File: src/rtl/tfr_pkg.sv
// ---------------------------------------------------------------------------
// Terminated frame receiver package
// Shared types and constants for the receiver core and its sub-blocks.
// ---------------------------------------------------------------------------
package tfr_pkg;

  localparam int unsigned BYTE_W   = 8;
  localparam int unsigned POS_W    = 16;
  localparam int unsigned IDLE_W   = 24;
  localparam int unsigned RETRY_W  = 8;
  localparam int unsigned TLEN_W   = 4;
  localparam int unsigned TERM_W   = 64;
  localparam int unsigned CFG_IDX_W = 3;

  // Register indexes on the configuration port.
  localparam logic [CFG_IDX_W-1:0] REG_TERM_LEN      = 3'd0;
  localparam logic [CFG_IDX_W-1:0] REG_TERM_BYTES    = 3'd1;
  localparam logic [CFG_IDX_W-1:0] REG_MAX_FRAME_LEN = 3'd2;
  localparam logic [CFG_IDX_W-1:0] REG_TIMEOUT_LIMIT = 3'd3;
  localparam logic [CFG_IDX_W-1:0] REG_RETRY_LIMIT   = 3'd4;

  // Input kind carried on the slave-side tuser.
  localparam logic CMD_BYTE = 1'b0;
  localparam logic CMD_TICK = 1'b1;

  typedef enum logic [2:0] {
    ST_IN_FRAME = 3'd0,
    ST_TERM     = 3'd1,
    ST_FULL     = 3'd2,
    ST_TIMEOUT  = 3'd3,
    ST_DISCONN  = 3'd4,
    ST_NO_TERM  = 3'd5
  } status_t;

  typedef struct packed {
    status_t            status;
    logic               last;
    logic [BYTE_W-1:0]  data;
    logic [POS_W-1:0]   position;
  } result_t;

endpackage

File: src/rtl/terminated_frame_receiver_core.sv
// ---------------------------------------------------------------------------
// Terminated frame receiver core
// Frames a serial byte stream on a configurable terminator or a length limit
// and turns idle ticks into read timeouts and disconnection reports.
// ---------------------------------------------------------------------------
//
//  Channel   Direction  Payload
//  --------  ---------  ------------------------------------------------------
//  s_*       in         tuser = cmd (0 byte, 1 idle tick), tdata = rx_byte
//  m_*       out        tuser = status, tlast = last, tdata = data, position
//  cfg_*     in         write only: cfg_index selects the register, cfg_data
//
//  One input transaction is taken per clock cycle while s_tready is high; its
//  result, if any, goes to the output register, or to the skid entry while the
//  output register is held. The rate rests on the frame and idle counters and
//  on the history cells, which compare all terminator bytes in parallel.
//  A two-entry output stage (register plus skid) lets input continue while a
//  result waits; s_tready falls only when both entries are full.
//  Reset (rst, synchronous) loads the register defaults and clears counters.
//
module terminated_frame_receiver_core
  import tfr_pkg::*;
#(
  parameter int unsigned TERM_MAX = 8   // history cells, 1 to 8
) (
  input  logic                 clk,
  input  logic                 rst,
  // Slave side.
  input  logic                 s_tvalid,
  output logic                 s_tready,
  input  logic [7:0]           s_tdata,   // [7:0] rx_byte
  input  logic [0:0]           s_tuser,   // [0] cmd
  // Master side.
  output logic                 m_tvalid,
  input  logic                 m_tready,
  output logic [23:0]          m_tdata,   // [7:0] data, [23:8] position
  output logic [2:0]           m_tuser,   // [2:0] status
  output logic                 m_tlast,
  // Configuration write port.
  input  logic                 cfg_we,
  input  logic [CFG_IDX_W-1:0] cfg_index,
  input  logic [TERM_W-1:0]    cfg_data
);

  localparam logic [TLEN_W-1:0]  TERM_MAX_L = TLEN_W'(TERM_MAX);
  localparam logic [POS_W-1:0]   POS_SAT    = '1;
  localparam logic [IDLE_W-1:0]  IDLE_SAT   = '1;
  localparam logic [RETRY_W-1:0] RETRY_SAT  = '1;

  // Configuration registers.
  logic [TLEN_W-1:0]  term_len;
  logic [TERM_W-1:0]  term_bytes;
  logic [POS_W-1:0]   max_frame_len;
  logic [IDLE_W-1:0]  timeout_limit;
  logic [RETRY_W-1:0] retry_limit;

  always_ff @(posedge clk) begin
    if (rst) begin
      term_len      <= '0;
      term_bytes    <= '0;
      max_frame_len <= 16'd65535;
      timeout_limit <= 24'd100000;
      retry_limit   <= 8'd2;
    end else if (cfg_we) begin
      unique case (cfg_index)
        REG_TERM_LEN:      term_len      <= cfg_data[TLEN_W-1:0];
        REG_TERM_BYTES:    term_bytes    <= cfg_data;
        REG_MAX_FRAME_LEN: max_frame_len <= cfg_data[POS_W-1:0];
        REG_TIMEOUT_LIMIT: timeout_limit <= cfg_data[IDLE_W-1:0];
        REG_RETRY_LIMIT:   retry_limit   <= cfg_data[RETRY_W-1:0];
        default: ;
      endcase
    end
  end

  // Receiver state.
  logic [POS_W-1:0]   frame_count;
  logic [IDLE_W-1:0]  idle_count;
  logic [RETRY_W-1:0] retry_count;
  logic [POS_W-1:0]   frame_count_next;
  logic [IDLE_W-1:0]  idle_count_next;
  logic [RETRY_W-1:0] retry_count_next;

  logic    accept;
  logic    is_byte;
  logic    res_valid;
  logic    buf_ready;
  result_t res;
  result_t out_item;

  assign accept   = s_tvalid && s_tready;
  assign is_byte  = (s_tuser[0] == CMD_BYTE);
  assign s_tready = buf_ready;

  // Terminator length in use, limited to the number of cells.
  logic [TLEN_W-1:0] term_n;
  assign term_n = (term_len > TERM_MAX_L) ? TERM_MAX_L : term_len;

  // Row of history cells. Cell 0 takes the incoming byte; each later cell
  // takes what its neighbour held. A cell beyond the terminator length always
  // reports a hit, so the AND of all hits is the terminator test.
  logic [BYTE_W-1:0] chain [TERM_MAX];
  logic [TERM_MAX-1:0] hits;

  for (genvar i = 0; i < TERM_MAX; i++) begin : g_cell
    localparam logic [TLEN_W-1:0] CELL_IDX = TLEN_W'(i);
    logic [BYTE_W-1:0] cell_in;
    if (i == 0) begin : g_head
      assign cell_in = s_tdata;
    end else begin : g_body
      assign cell_in = chain[i-1];
    end
    tfr_cell u_cell (
      .clk       (clk),
      .shift     (accept && is_byte),
      .enable    (CELL_IDX < term_n),
      .term_byte (term_bytes[BYTE_W*i +: BYTE_W]),
      .byte_in   (cell_in),
      .byte_out  (chain[i]),
      .hit       (hits[i])
    );
  end

  // Saturating increments.
  logic [POS_W-1:0]   frame_inc;
  logic [IDLE_W-1:0]  idle_inc;
  logic [RETRY_W-1:0] retry_inc;
  assign frame_inc = (frame_count == POS_SAT)   ? frame_count : frame_count + 1'b1;
  assign idle_inc  = (idle_count == IDLE_SAT)   ? idle_count  : idle_count + 1'b1;
  assign retry_inc = (retry_count == RETRY_SAT) ? retry_count : retry_count + 1'b1;

  // Result and next state for the transaction on the input.
  always_comb begin
    frame_count_next = frame_count;
    idle_count_next  = idle_count;
    retry_count_next = retry_count;
    res_valid        = 1'b0;
    res.status       = ST_IN_FRAME;
    res.data         = '0;
    res.position     = frame_count;
    if (is_byte) begin
      res_valid        = 1'b1;
      res.data         = s_tdata;
      res.position     = frame_inc;
      frame_count_next = frame_inc;
      idle_count_next  = '0;
      retry_count_next = '0;
      if (term_n == '0) begin
        res.status = ST_NO_TERM;
      end else if ((frame_inc >= POS_W'(term_n)) && (&hits)) begin
        res.status = ST_TERM;
      end else if (frame_inc >= max_frame_len) begin
        res.status = ST_FULL;
      end
    end else begin
      idle_count_next = idle_inc;
      if (retry_count >= retry_limit) begin
        res_valid        = 1'b1;
        res.status       = ST_DISCONN;
        retry_count_next = '0;
      end else if (idle_inc >= timeout_limit) begin
        res_valid        = 1'b1;
        res.status       = ST_TIMEOUT;
        retry_count_next = retry_inc;
        idle_count_next  = '0;
      end
    end
    res.last = (res.status != ST_IN_FRAME);
    // Any frame end starts the next frame from zero.
    if (res_valid && res.last) begin
      frame_count_next = '0;
    end
  end

  always_ff @(posedge clk) begin
    if (rst) begin
      frame_count <= '0;
      idle_count  <= '0;
      retry_count <= '0;
    end else if (accept) begin
      frame_count <= frame_count_next;
      idle_count  <= idle_count_next;
      retry_count <= retry_count_next;
    end
  end

  tfr_skid u_skid (
    .clk       (clk),
    .rst       (rst),
    .in_valid  (accept && res_valid),
    .in_ready  (buf_ready),
    .in_item   (res),
    .out_valid (m_tvalid),
    .out_ready (m_tready),
    .out_item  (out_item)
  );

  assign m_tdata = {out_item.position, out_item.data};
  assign m_tuser = out_item.status;
  assign m_tlast = out_item.last;

endmodule

File: src/rtl/tfr_cell.sv
// ---------------------------------------------------------------------------
// Terminated frame receiver history cell
// Holds one byte of the receive history, hands it on to the next cell when a
// byte arrives and compares its incoming byte with one terminator byte.
// ---------------------------------------------------------------------------
module tfr_cell
  import tfr_pkg::*;
(
  input  logic              clk,
  input  logic              shift,     // a byte transaction is taken
  input  logic              enable,    // this cell lies within the terminator
  input  logic [BYTE_W-1:0] term_byte,
  input  logic [BYTE_W-1:0] byte_in,
  output logic [BYTE_W-1:0] byte_out,
  output logic              hit
);

  logic [BYTE_W-1:0] hist;

  always_ff @(posedge clk) begin
    if (shift) begin
      hist <= byte_in;
    end
  end

  // The byte moving into this cell is the one that stands here after the
  // shift, so it is the one compared.
  assign hit      = !enable || (byte_in == term_byte);
  assign byte_out = hist;

endmodule

File: src/rtl/tfr_skid.sv
// ---------------------------------------------------------------------------
// Terminated frame receiver output buffer
// Output register with a skid stage, so the input side keeps flowing while a
// result waits on the master side.
// ---------------------------------------------------------------------------
module tfr_skid
  import tfr_pkg::*;
(
  input  logic    clk,
  input  logic    rst,
  input  logic    in_valid,
  output logic    in_ready,
  input  result_t in_item,
  output logic    out_valid,
  input  logic    out_ready,
  output result_t out_item
);

  logic    skid_valid;
  result_t skid_item;
  logic    pop;
  logic    push;

  assign in_ready = !skid_valid;
  assign pop      = out_valid && out_ready;
  assign push     = in_valid && in_ready;

  always_ff @(posedge clk) begin
    if (rst) begin
      out_valid  <= 1'b0;
      skid_valid <= 1'b0;
    end else if (pop || !out_valid) begin
      if (skid_valid) begin
        out_valid  <= 1'b1;
        skid_valid <= push;
      end else begin
        out_valid  <= push;
      end
    end else if (push) begin
      skid_valid <= 1'b1;
    end
  end

  always_ff @(posedge clk) begin
    if (pop || !out_valid) begin
      if (skid_valid) begin
        out_item <= skid_item;
        if (push) begin
          skid_item <= in_item;
        end
      end else if (push) begin
        out_item <= in_item;
      end
    end else if (push) begin
      skid_item <= in_item;
    end
  end

endmodule
File: config.mk
export PLATFORM = sky130hd
export DESIGN_NAME = terminated_frame_receiver_core
export DESIGN_NICKNAME = d
export VERILOG_FILES = /design/src/rtl/tfr_pkg.sv /design/src/rtl/terminated_frame_receiver_core.sv /design/src/rtl/tfr_cell.sv /design/src/rtl/tfr_skid.sv
export SDC_FILE = /design/constraint.sdc
export NUM_CORES = 1
export LEC_CHECK = 0
export BUFFER_PORTS_ARGS = -buffer_cell sky130_fd_sc_hd__buf_2
export CAP_MARGIN = 20
export CORE_ASPECT_RATIO = 1.5
export CORE_UTILIZATION = 50
export DETAILED_ROUTE_END_ITERATION = 12
export GPL_TIMING_DRIVEN = 0
export MAX_ROUTING_LAYER = met4
export PLACE_DENSITY = 0.83
export SYNTH_ARGS = -nofsm -noshare
export SYNTH_HDL_FRONTEND = slang
export SYNTH_HIERARCHICAL = 1
export SYNTH_SLANG_ARGS = --single-unit
File: constraint.sdc
create_clock -name clk -period 5.6 [get_ports clk]
set_input_delay 0.56 -clock clk [delete_from_list [all_inputs] [get_ports clk]]
set_output_delay 0.56 -clock clk [all_outputs]
set_load 0.01 [all_outputs]
==> results of run 1 <==
## power breakdown
group,total (uW),internal (uW),switching [uW]
Clock,1740,990,748
Combinational,275,97.8,177
Sequential,2180,2160,26.3
## metrics by stage
step | power [uW] | setup WS (ns) | area, um^2
3_5_place_dp | 2490 | -0.264 | 14300
4_1_cts | 4200 | 0.0824 | 15100
6_report | 4190 | 0.310 | 15200
5_1_grt | 4310 | -0.0198 | 15200
2_1_floorplan | 2370 | 0.380 | 13200
3_3_place_gp | 2480 | -1.30 | 14200
## state kept, by name, indices dropped and copies added, names as in the netlist, 16 cells and up
| signal | cells |
|---|---|
| term_bytes | 64 |
| g_cell.u_cell/byte_out | 56 |
| u_skid/out_item | 28 |
| u_skid/skid_item | 28 |
| idle_count | 24 |
| timeout_limit | 24 |
| frame_count | 16 |
| max_frame_len | 16 |
## routing by layer
layer  up-vias  track usage  routed length (um)
li1       5178            -                   -
met3       122       0.0330                2320
met2       431        0.454               17300
met4         0        0.140                1860
met5         -            -                   0
met1      5143        0.275               12400
## layout make-up
class | count | area share
multi-input combinational | 968 | 0.395
buffer | 79 | 0.0236
timing repair buffer | 119 | 0.0425
inverter | 65 | 0.0161
tap | 333 | 0.0274
clock inverter | 10 | 0.00742
sequential | 278 | 0.440
clock buffer | 36 | 0.0473
## worst reg2reg max path, cell delays in order, from the launching register on
cell and delay [ns]:
dfxtp_1 0.37, and4_1 0.20, clkbuf_1 0.15, and3_1 0.22
nand4_1 0.13, clkbuf_2 0.26, nand2b_1 0.21, nor3_1 0.40
xnor2_1 0.20, ha_1 0.28, a21oi_1 0.19, o21ai_0 0.10
a2111o_1 0.43, a21oi_1 0.31, o21ai_2 0.21, o21ai_0 0.30
clkbuf_2 0.30, inv_1 0.17, nor2_1 0.27, nor2b_4 0.13
buf_8 0.19
## path summary, 6_finish.rpt
| path | from | endpoint | slack, ns | cells after the start |
|---|---|---|---|---|
| max | idle_count[17] | u_skid/out_item[23] | 0.31 | 20 |
| min | cfg_data[31] | term_bytes[31] | 0.25 | 3 |
| max reg2reg | idle_count[17] | u_skid/out_item[23] | 0.31 | 20 |
| min reg2reg | retry_limit[6] | retry_limit[6] | 0.45 | 2 |
## cell usage in the layout (no fill, tap or decap), types with 12 or more instances in the layout
master,instances
nand4_1,38
o21ai_0,32
xor2_1,17
dfxtp_1,166
a21oi_1,122
xnor2_1,87
nand2b_1,12
o211ai_1,25
inv_1,65
buf_2,116
mux2_2,30
nand3_1,37
clkbuf_1,64
edfxtp_1,112
nor2_1,60
clkbuf_16,26
nor2b_1,13
ha_1,51
and3_1,14
nand2_1,274
## repair_timing
action | in CTS | in global routing
gates cloned | 0 | 0
setup buffers | 0 | 6
endpoints found under the hold margin | 0 | 0
endpoints found under the setup margin | 60 | 69
gates resized for setup | 3 | 7
==> results by group, run 1 <==
Outcome
  • Status: finished clean

Setup path
  • WP buf/inv: 5
  • Critical Path Start Type: flip-flop
  • Crit-path slowest cell: a2111o_1
  • Cell family with most CP delay: simple AND/OR/NAND/NOR gates
  • Critical Path AT: about 5.6 ns
  • Critical-path cell list: and4_1, clkbuf_1, and3_1, nand4_1, clkbuf_2, nand2b_1, nor3_1, xnor2_1, ha_1, a21oi_1, o21ai_0, a2111o_1, a21oi_1, o21ai_2, o21ai_0, clkbuf_2, inv_1, nor2_1, nor2b_4, buf_8
  • Max incr delay on CP: ~0.43 ns
  • Worst Path Required: 5.88 ns
  • CP max FO: 21
  • CP endpoint kind: flip-flop
  • Critical path class: reg -> reg

Clock tree
  • Root buf cell: clkbuf_16
  • CTS Buffer Depth: 3
  • Clock slew at reported path FFs: 0.07 ns
  • TritonCTS Buffers: 25
  • CTS tree: yes
  • Hold-fix buffers, CTS: 0
  • Clock latency on the worst-skew pair: around 0.55 ns
  • H-tree Lvls: 1
  • CTS sink cnt: 278

Global routing
  • Total track usage: 0.257
  • Initial antenna violation count: 0
  • Pin count of the biggest net entering global routing: 30
  • First-pass GRT wire length: 52.9 mm
  • GR Overflow Total: 0
  • Number of global-route vias before repair: between 10000 and 15000

STA
  • Hold Fails Final Rpt: 0
  • Clock Skews: ~0.028 ns
  • Worst Tran Pin Value: 0.953 ns
  • Slew Viols, Final: 0
  • Final worst path period share: 0.945
  • Minimum clock period: around 5.3 ns
  • Setup TNS: 0 ns
  • Final setup violation count: 0
  • Slew margin rel.: 0.365
  • Max Fclk: roughly 190 MHz
  • Fin Hold WS: roughly 0.25 ns

Floorplan
  • # rows: around 70
  • Initial Util: 0.510
  • Die ar.: about 27000 um^2
  • DIE WIDTH: 135 um
  • Die Height: around 200 um
  • Core area: between 20000 and 30000 um^2
  • # IOs: 111

Finish
  • Multi-input logic area: approximately 6000 um^2
  • Seq. cell area: about 6700 um^2
  • Final-stage net count: 1668
  • Final Non-Filler Cells: between 1500 and 2000
  • Final Core Density: 0.585
  • # diodes: 0
  • Layout cells sized above 1: 0.146
  • Layout area overhead: 14.6%
  • # fillers: roughly 2100

Detailed routing
  • Vias per inst: around 5.8
  • WL/cell: between 15 and 20 um
  • Total number of vias: between 10000 and 15000
  • ANT nets after route: 0
  • 1st-iter DRT viols: 799
  • Detailed-router iteration count before antenna repair: 6
  • DRT Wirelength: roughly 34 mm
  • DRC errors left: 0

Place
  • PortBufs: 110
  • Gpl congestion: around 0.97
  • Dpl hpwl: 25.0 mm
  • Placed cells: ~1800

Logic synthesis
  • Syn avg cell area: 9.53 um^2
  • Synthesized Nets: approximately 1500
  • Ys Warns: 6
  • Syn Inst Count: roughly 1400
  • Synthesized cell area: ~13000 um^2

Power
  • P_leak: between 0.005 and 0.006 uW
  • Worst vdd ir: between 0.2 and 0.25 mV
  • Pwr Density: around 280 nW/um^2

Min path
  • Min-delay worst type: in -> reg

Flow run
  • Max-cap violations: 0
Note: power is estimated with default switching activity, not from simulation.
==> run 2, diff against run 1 <==
==> constraint.sdc (replaced) <==
create_clock -name clk -period 5.6 [get_ports clk]
set_input_delay 0.28 -clock clk [delete_from_list [all_inputs] [get_ports clk]]
set_output_delay 0.28 -clock clk [all_outputs]
set_load 0.01 [all_outputs]
==> run 2 against run 1 <==
Flip-flop and latch count did not move. Sequential share of layout area fell by 1.1 points. Setup slack improved by 0.039 ns. Routed wire length rose by 2.1%. Power rose by 0.55%. Combinational power rose by 8.0%. Cell area rose by 2.6%. Via count rose by 1.5%. Clock skew fell by 0.0013 ns. First-iteration DRC count rose by 2.0%. Utilization rose by 1.5 points. Critical path depth did not move. Critical path type unchanged. Largest cell class unchanged. Highest routed layer unchanged.
==> results by group, run 2 (same netlist as run 1, synthesis figures left out) <==
Outcome
  • Status: finished clean

Clock tree
  • CTS tree: yes
  • Root buf cell: clkbuf_16
  • CTS Buffer Depth: 3 (unchanged)
  • Clock slew at reported path FFs: 0.07 ns (about the same)
  • Clock latency on the worst-skew pair: 0.55 ns (about the same)
  • CTS sink cnt: 278 (unchanged)
  • TritonCTS Buffers: 25 (unchanged)
  • H-tree Lvls: 1 (unchanged)

Finish
  • Most frequent cells in the layout: 274 x nand2_1, 166 x dfxtp_1, 122 x a21oi_1
  • Max FFs per register: 64 (unchanged)
  • # diodes: 0 (unchanged)
  • Layout area overhead: 17.6%
  • # fillers: 2083 (-3.0%)
  • Final Core Density: 0.600 (+0.0150)
  • Final Non-Filler Cells: 1927 (+2.1%)
  • Final-stage net count: 1707 (+2.3%)
  • Largest Register: term_bytes
  • Layout cells sized above 1: 0.142 (-0.00357)
  • Commonest non-fill, non-tap cell in the layout: nand2_1

Power
  • Sequential Power Share: 0.517 (-0.003)
  • P_sw: 956 uW (+0.54%)
  • Worst vdd ir: 0.219 mV (about the same)
  • Switching Fraction: 0.227 (about the same)
  • Power Total: 4220 uW (+0.55%)
  • P_leak: 0.00590 uW (+2.8%)
  • Clock share of power: 0.412 (-0.002)
  • Pwr Density: 271 nW/um^2 (-2.0%)
  • Gate power share: 0.070 (+0.005)
  • Pint: 3260 uW (+0.55%)

Setup path
  • Max incr delay on CP: 0.43 ns (about the same)
  • Crit-path slowest cell: a2111o_1
  • CP max FO: 21 (unchanged)
  • Worst Path Required: 5.88 ns (about the same)
  • Critical path class: reg -> reg
  • Critical Path AT: 5.53 ns (-0.04 ns)
  • R2R setup slack: 0.35 ns (+0.04 ns)
  • Critical-path cell list: and4_1, clkbuf_1, and3_1, nand4_1, clkbuf_2, nand2b_1, nor3_1, xnor2_1, ha_1, a21oi_1, o21ai_0, a2111o_1, a21oi_1, o21ai_2, o21ai_0, clkbuf_2, inv_1, nor2_1, nor2b_4, buf_8
  • Critical Path Start Type: flip-flop
  • CP endpoint kind: flip-flop

Place
  • Pre-CTS setup slack: -0.264 ns (unchanged)
  • Gpl congestion: 0.967 (unchanged)
  • PortBufs: 110 (unchanged)
  • Dpl hpwl: 25.0 mm (unchanged)
  • Placed cells: 1836 (unchanged)

Detailed routing
  • Total number of vias: 11000 (+1.5%)
  • Vias per inst: 5.73 (-0.51%)
  • DRT Wirelength: 34.7 mm (+2.1%)
  • Detailed-router iteration count before antenna repair: 6 (unchanged)
  • WL/cell: 18.0 um (about the same)
  • ANT nets after route: 0 (unchanged)
  • DRC errors left: 0 (unchanged)
  • 1st-iter DRT viols: 815 (+2.0%)

STA
  • Hold Fails Final Rpt: 0 (unchanged)
  • Worst Tran Pin Value: 0.960 ns (+0.00750 ns)
  • Fin worst setup slack: 0.349 ns (+0.0389 ns)
  • Slew margin rel.: 0.360 (-0.00500)
  • Max Fclk: 190 MHz (+0.74%)
  • Setup TNS: 0 ns (unchanged)
  • Slew Viols, Final: 0 (unchanged)
  • Final setup violation count: 0 (unchanged)
  • Clock Skews: 0.0268 ns (-0.00135 ns)
  • Final worst path period share: 0.938 (-0.00695)
  • Minimum clock period: 5.25 ns (-0.0389 ns)

Global routing
  • Pin count of the biggest net entering global routing: 30 (unchanged)
  • GR Overflow Total: 0 (unchanged)
  • First-pass GRT wire length: 53.9 mm (+1.9%)
  • Total track usage: 0.262 (+0.00489)
  • Number of global-route vias before repair: 10800 (+2.3%)
  • Initial antenna violation count: 0 (unchanged)

Floorplan
  • Initial Util: 0.510 (unchanged)
  • Die ar.: 27200 um^2 (unchanged)
  • # IOs: 111 (unchanged)
  • # rows: 72 (unchanged)
  • Core area: 25900 um^2 (unchanged)
  • DIE WIDTH: 135 um (unchanged)
  • Die Height: 201 um (unchanged)

Flow run
  • Max-cap violations: 0 (unchanged)

Min path
  • Min-delay worst type: in -> reg
run 2: cell count changes in the layout (fill, tap and decap cells not counted), sizes merged:
cell / delta
dlygate4sd3: +39
run 2: worst paths after layout:
check | startpoint | to | depth (start not counted)
max | idle_count[17] | u_skid/out_item[23] | 20
min | cfg_data[34] | term_bytes[34] | 3
min reg2reg | retry_limit[6] | retry_limit[6] | 2
max reg2reg | idle_count[17] | u_skid/out_item[23] | 20
run 2: critical path: cells and delay by family, from the launching register on:
family	cells	cell delay, ns
buffers and inverters	5	1.06
adder cells (fa/ha/maj)	1	0.28
AO/OA/AOI/OAI	6	1.53
flip-flops	1	0.37
AND/OR/NAND/NOR	7	1.51
XOR/XNOR	1	0.20
run 2: metrics by stage:
stage                     cell area, um^2  hold slack (ns)
after floorplan                     13200            0.349
after global placement              14200            0.443
after detailed placement            14300            0.448
after CTS                           15500        0.0000673
after global routing                15600          0.00512
final                               15600          0.00164
run 2: layout make-up:
class / count / area, um^2 / area share
buffer: 79 / 358 / 0.0230
clock buffer: 36 / 718 / 0.0461
clock inverter: 10 / 113 / 0.00723
inverter: 65 / 244 / 0.0157
multi-input combinational: 968 / 6000 / 0.385
sequential: 278 / 6690 / 0.429
tap: 333 / 417 / 0.0268
timing repair buffer: 158 / 1040 / 0.0665
run 2: repair_timing:
item                                    in CTS  in global routing
endpoints found under the setup margin      60                 69
pin swaps                                    0                  0
buffers inserted                             0                  6
endpoints found under the hold margin       42                  1
resized for setup                            3                  7
hold buffers                                38                  1
run 2: layer usage:
layer,track usage,up-vias,part of all wire
met5,-,-,0
met4,0.150,0,0.058
met3,0.0328,135,0.064
met2,0.461,443,0.51
met1,0.279,5206,0.37
li1,-,5258,-
run 2: power by group through the flow:
| stage | Clock (uW) | Combinational, uW | Sequential, uW |
|---|---|---|---|
| after floorplan | 0 | 143 | 2230 |
| after global placement | 0 | 256 | 2230 |
| after detailed placement | 0 | 268 | 2230 |
| after CTS | 1750 | 291 | 2180 |
| after global routing | 1830 | 321 | 2190 |
| final | 1740 | 297 | 2180 |
==> run 3, diff against run 2 <==
--- a/config.mk
+++ b/config.mk
@@ -8,11 +8,11 @@
 export BUFFER_PORTS_ARGS = -buffer_cell sky130_fd_sc_hd__buf_2
 export CAP_MARGIN = 20
 export CORE_ASPECT_RATIO = 1.5
-export CORE_UTILIZATION = 50
+export CORE_UTILIZATION = 55
 export DETAILED_ROUTE_END_ITERATION = 12
 export GPL_TIMING_DRIVEN = 0
 export MAX_ROUTING_LAYER = met4
-export PLACE_DENSITY = 0.83
+export PLACE_DENSITY = 0.86
 export SYNTH_ARGS = -nofsm -noshare
 export SYNTH_HDL_FRONTEND = slang
 export SYNTH_HIERARCHICAL = 1
==> constraint.sdc (replaced) <==
create_clock -name clk -period 6.65 [get_ports clk]
set_input_delay 0.3325 -clock clk [delete_from_list [all_inputs] [get_ports clk]]
set_output_delay 0.3325 -clock clk [all_outputs]
set_load 0.01 [all_outputs]
==> run 3 against run 2 <==
Cell area decreased by 2.6%. Clock skew grew 0.0093 ns. Highest routed layer unchanged. Via count is 1.9% lower. Largest cell class unchanged. Flip-flop and latch count did not move. First-iteration DRC count down 12%. Sequential share of layout area rose by 1.2 points. Register-to-register slack improved by 0.13 ns. Die area decreased by 9.0%. Clock-buffer cell count down 3. Routed wire length fell by 0.47%. Hold slack better by 0.0029 ns. Setup slack better by 0.13 ns.
==> results by group, run 3 (same netlist as run 1, synthesis figures left out) <==
Clock tree
  • CTS tree: yes
  • CTS sink cnt: 278 (unchanged)
  • Clock latency on the worst-skew pair: 0.56 ns (about the same)
  • Hold-fix buffers, CTS: 0 (-100%)
  • TritonCTS Buffers: 26 (+4.0%)
  • Clock slew at reported path FFs: 0.07 ns (about the same)
  • Root buf cell: clkbuf_16
  • CTS Buffer Depth: 3 (unchanged)
  • Postcts setup bufs: 0 (unchanged)
  • H-tree Lvls: 1 (unchanged)
  • Post-CTS sizing: 0 (-3)

Finish
  • Layout area overhead: 14.5%
  • Layout cells sized above 1: 0.142 (about the same)
  • Commonest non-fill, non-tap cell in the layout: nand2_1
  • Largest Register: term_bytes
  • Max FFs per register: 64 (unchanged)
  • # diodes: 0 (unchanged)
  • Final-stage net count: 1664 (-2.5%)
  • Final Non-Filler Cells: 1871 (-2.9%)
  • Most frequent cells in the layout: 274 x nand2_1, 166 x dfxtp_1, 122 x a21oi_1
  • Final Core Density: 0.641 (+0.0407)

STA
  • Unrepaired setup endpoints after global routing: no
  • Setup TNS: 0 ns (unchanged)
  • Hold Fails Final Rpt: 0 (unchanged)
  • Final setup violation count: 0 (unchanged)
  • Slew margin rel.: 0.356 (-0.00417)
  • Minimum clock period: 6.17 ns (+0.918 ns)
  • Clock Skews: 0.0361 ns (+0.00926 ns)
  • Max Fclk: 162 MHz (-15%)
  • Worst Tran Pin Value: 0.957 ns (-0.00386 ns)
  • Slew Viols, Final: 0 (unchanged)
  • Final worst path period share: 0.928 (-0.0101)
  • Fin Hold WS: 0.00459 ns (+0.00295 ns)

Global routing
  • Initial antenna violation count: 0 (unchanged)
  • Number of global-route vias before repair: 10700 (-0.72%)
  • First-pass GRT wire length: 53.8 mm (-0.12%)
  • GR Overflow Total: 0 (unchanged)
  • Total track usage: 0.291 (+0.0288)
  • Pin count of the biggest net entering global routing: 34 (+13%)

Floorplan
  • # rows: 69 (-4.2%)
  • Initial Util: 0.560 (+0.0494)
  • Die ar.: 24700 um^2 (-9.0%)
  • # IOs: 111 (unchanged)
  • Core area: 23700 um^2 (-8.8%)
  • Die Height: 192 um (-4.6%)
  • DIE WIDTH: 129 um (-4.6%)

Setup path
  • CP endpoint kind: flip-flop
  • CP max FO: 10 (-52%)
  • Critical path class: reg -> reg
  • Crit-path slowest cell: a211oi_1
  • R2R setup slack: 0.48 ns (+0.13 ns)
  • Crit Reg-Reg Endpoint: idle_count[4]
  • Worst Path Required: 7.12 ns (+1.24 ns)
  • Worst r2r src: idle_count[17]
  • Max incr delay on CP: 0.70 ns (+0.27 ns)
  • R2r worst-path depth: 19 (-5.0%)
  • Critical Path AT: 6.64 ns (+1.11 ns)
  • Critical-path cell list: and4_1, clkbuf_1, and3_1, nand4_1, nor4b_1, nand2b_1, and2_1, or2_2, ha_1, a211oi_1, nor2_1, a2111o_1, a21oi_1, o21ai_0, a211oi_1, clkbuf_1, buf_1, a22oi_1, nor2_1
  • Critical Path Start Type: flip-flop

Detailed routing
  • WL/cell: 18.4 um (+2.5%)
  • 1st-iter DRT viols: 719 (-12%)
  • Detailed-router iteration count before antenna repair: 6 (unchanged)
  • DRC errors left: 0 (unchanged)
  • Vias per inst: 5.79 (+1.0%)
  • Total number of vias: 10800 (-1.9%)
  • ANT nets after route: 0 (unchanged)
  • DRT Wirelength: 34.5 mm (-0.47%)

Min path
  • Hold path depth: 3 (unchanged)
  • Min-delay worst type: in -> reg
  • Min-delay src: cfg_data[48]
  • Hold Crit Endpoint: term_bytes[48]

Place
  • Dpl hpwl: 25.4 mm (+1.4%)
  • Gpl congestion: 0.934 (-3.4%)
  • PortBufs: 110 (unchanged)
  • Placed cells: 1823 (-0.71%)

Flow run
  • Max-cap violations: 0 (unchanged)

Outcome
  • Status: finished clean

Power
  • Worst vdd ir: 0.201 mV (-8.2%)
  • Pwr Density: 239 nW/um^2 (-12%)
  • P_leak: 0.00570 uW (-3.4%)
[run 3: cell count changes in the layout (fill, tap and decap cells not counted), sizes merged]
| cell | change |
|---|---|
| clkbuf | -4 |
| buf | -4 |
| dlygate4sd3 | -39 |
| bufinv | +1 |
| clkinvlp | +4 |
[run 3: final cells by class]
cell class | count | area [um^2]
Sequential cell | 278 | 6690
Fill cell | 1916 | 8500
Clock inverter | 15 | 188
Multi-Input combinational cell | 968 | 5970
Inverter | 65 | 244
Buffer | 79 | 354
Tap cell | 319 | 399
Timing Repair Buffer | 114 | 608
Clock buffer | 33 | 707
[run 3: how the worst max path moves through the flow]
stage,from,end,slack [ns],depth (start not counted)
finish,idle_count[17],idle_count[4],0.48,19
detailed placement,idle_count[17],idle_count[12],0.77,19
CTS,idle_count[17],idle_count[4],0.72,19
global placement,idle_count[17],u_skid/skid_item[22],-1.47,17
floorplan,idle_count[18],u_skid/skid_item[0],0.63,17
global route,idle_count[17],u_skid/out_item[25],0.26,20
[run 3: power by group]
| part | leakage (uW) | switching, uW | internal (uW) |
|---|---|---|---|
| clock | 0.000425 | 670 | 879 |
| sequential | 0.00240 | 22.8 | 1820 |
| combinational | 0.00287 | 148 | 80.9 |
[run 3: worst max-delay path: cells and delay by family, from the launching register on]
kind / cells / cell delay [ns]
compound gates: 6 / 2.26
fa+ha+maj: 1 / 0.30
buf+inv: 3 / 1.16
flops: 1 / 0.36
simple gates: 9 / 1.99
[run 3: metal layers]
layer | track usage | share of wire | vias to the layer above
li1 | - | - | 5189
met1 | 0.315 | 0.37 | 5090
met2 | 0.522 | 0.51 | 432
met3 | 0.0340 | 0.074 | 117
met4 | 0.143 | 0.047 | 0
met5 | - | 0 | -
[run 3: per-stage QoR]
| step | cell area, um^2 | power, uW | worst slack (ns) |
|---|---|---|---|
| 2_1_floorplan | 13200 | 2000 | 0.627 |
| 3_3_place_gp | 14200 | 2090 | -1.47 |
| 3_5_place_dp | 14300 | 2100 | 0.775 |
| 4_1_cts | 15200 | 3620 | 0.718 |
| 5_1_grt | 15200 | 3720 | 0.258 |
| 6_report | 15200 | 3620 | 0.481 |
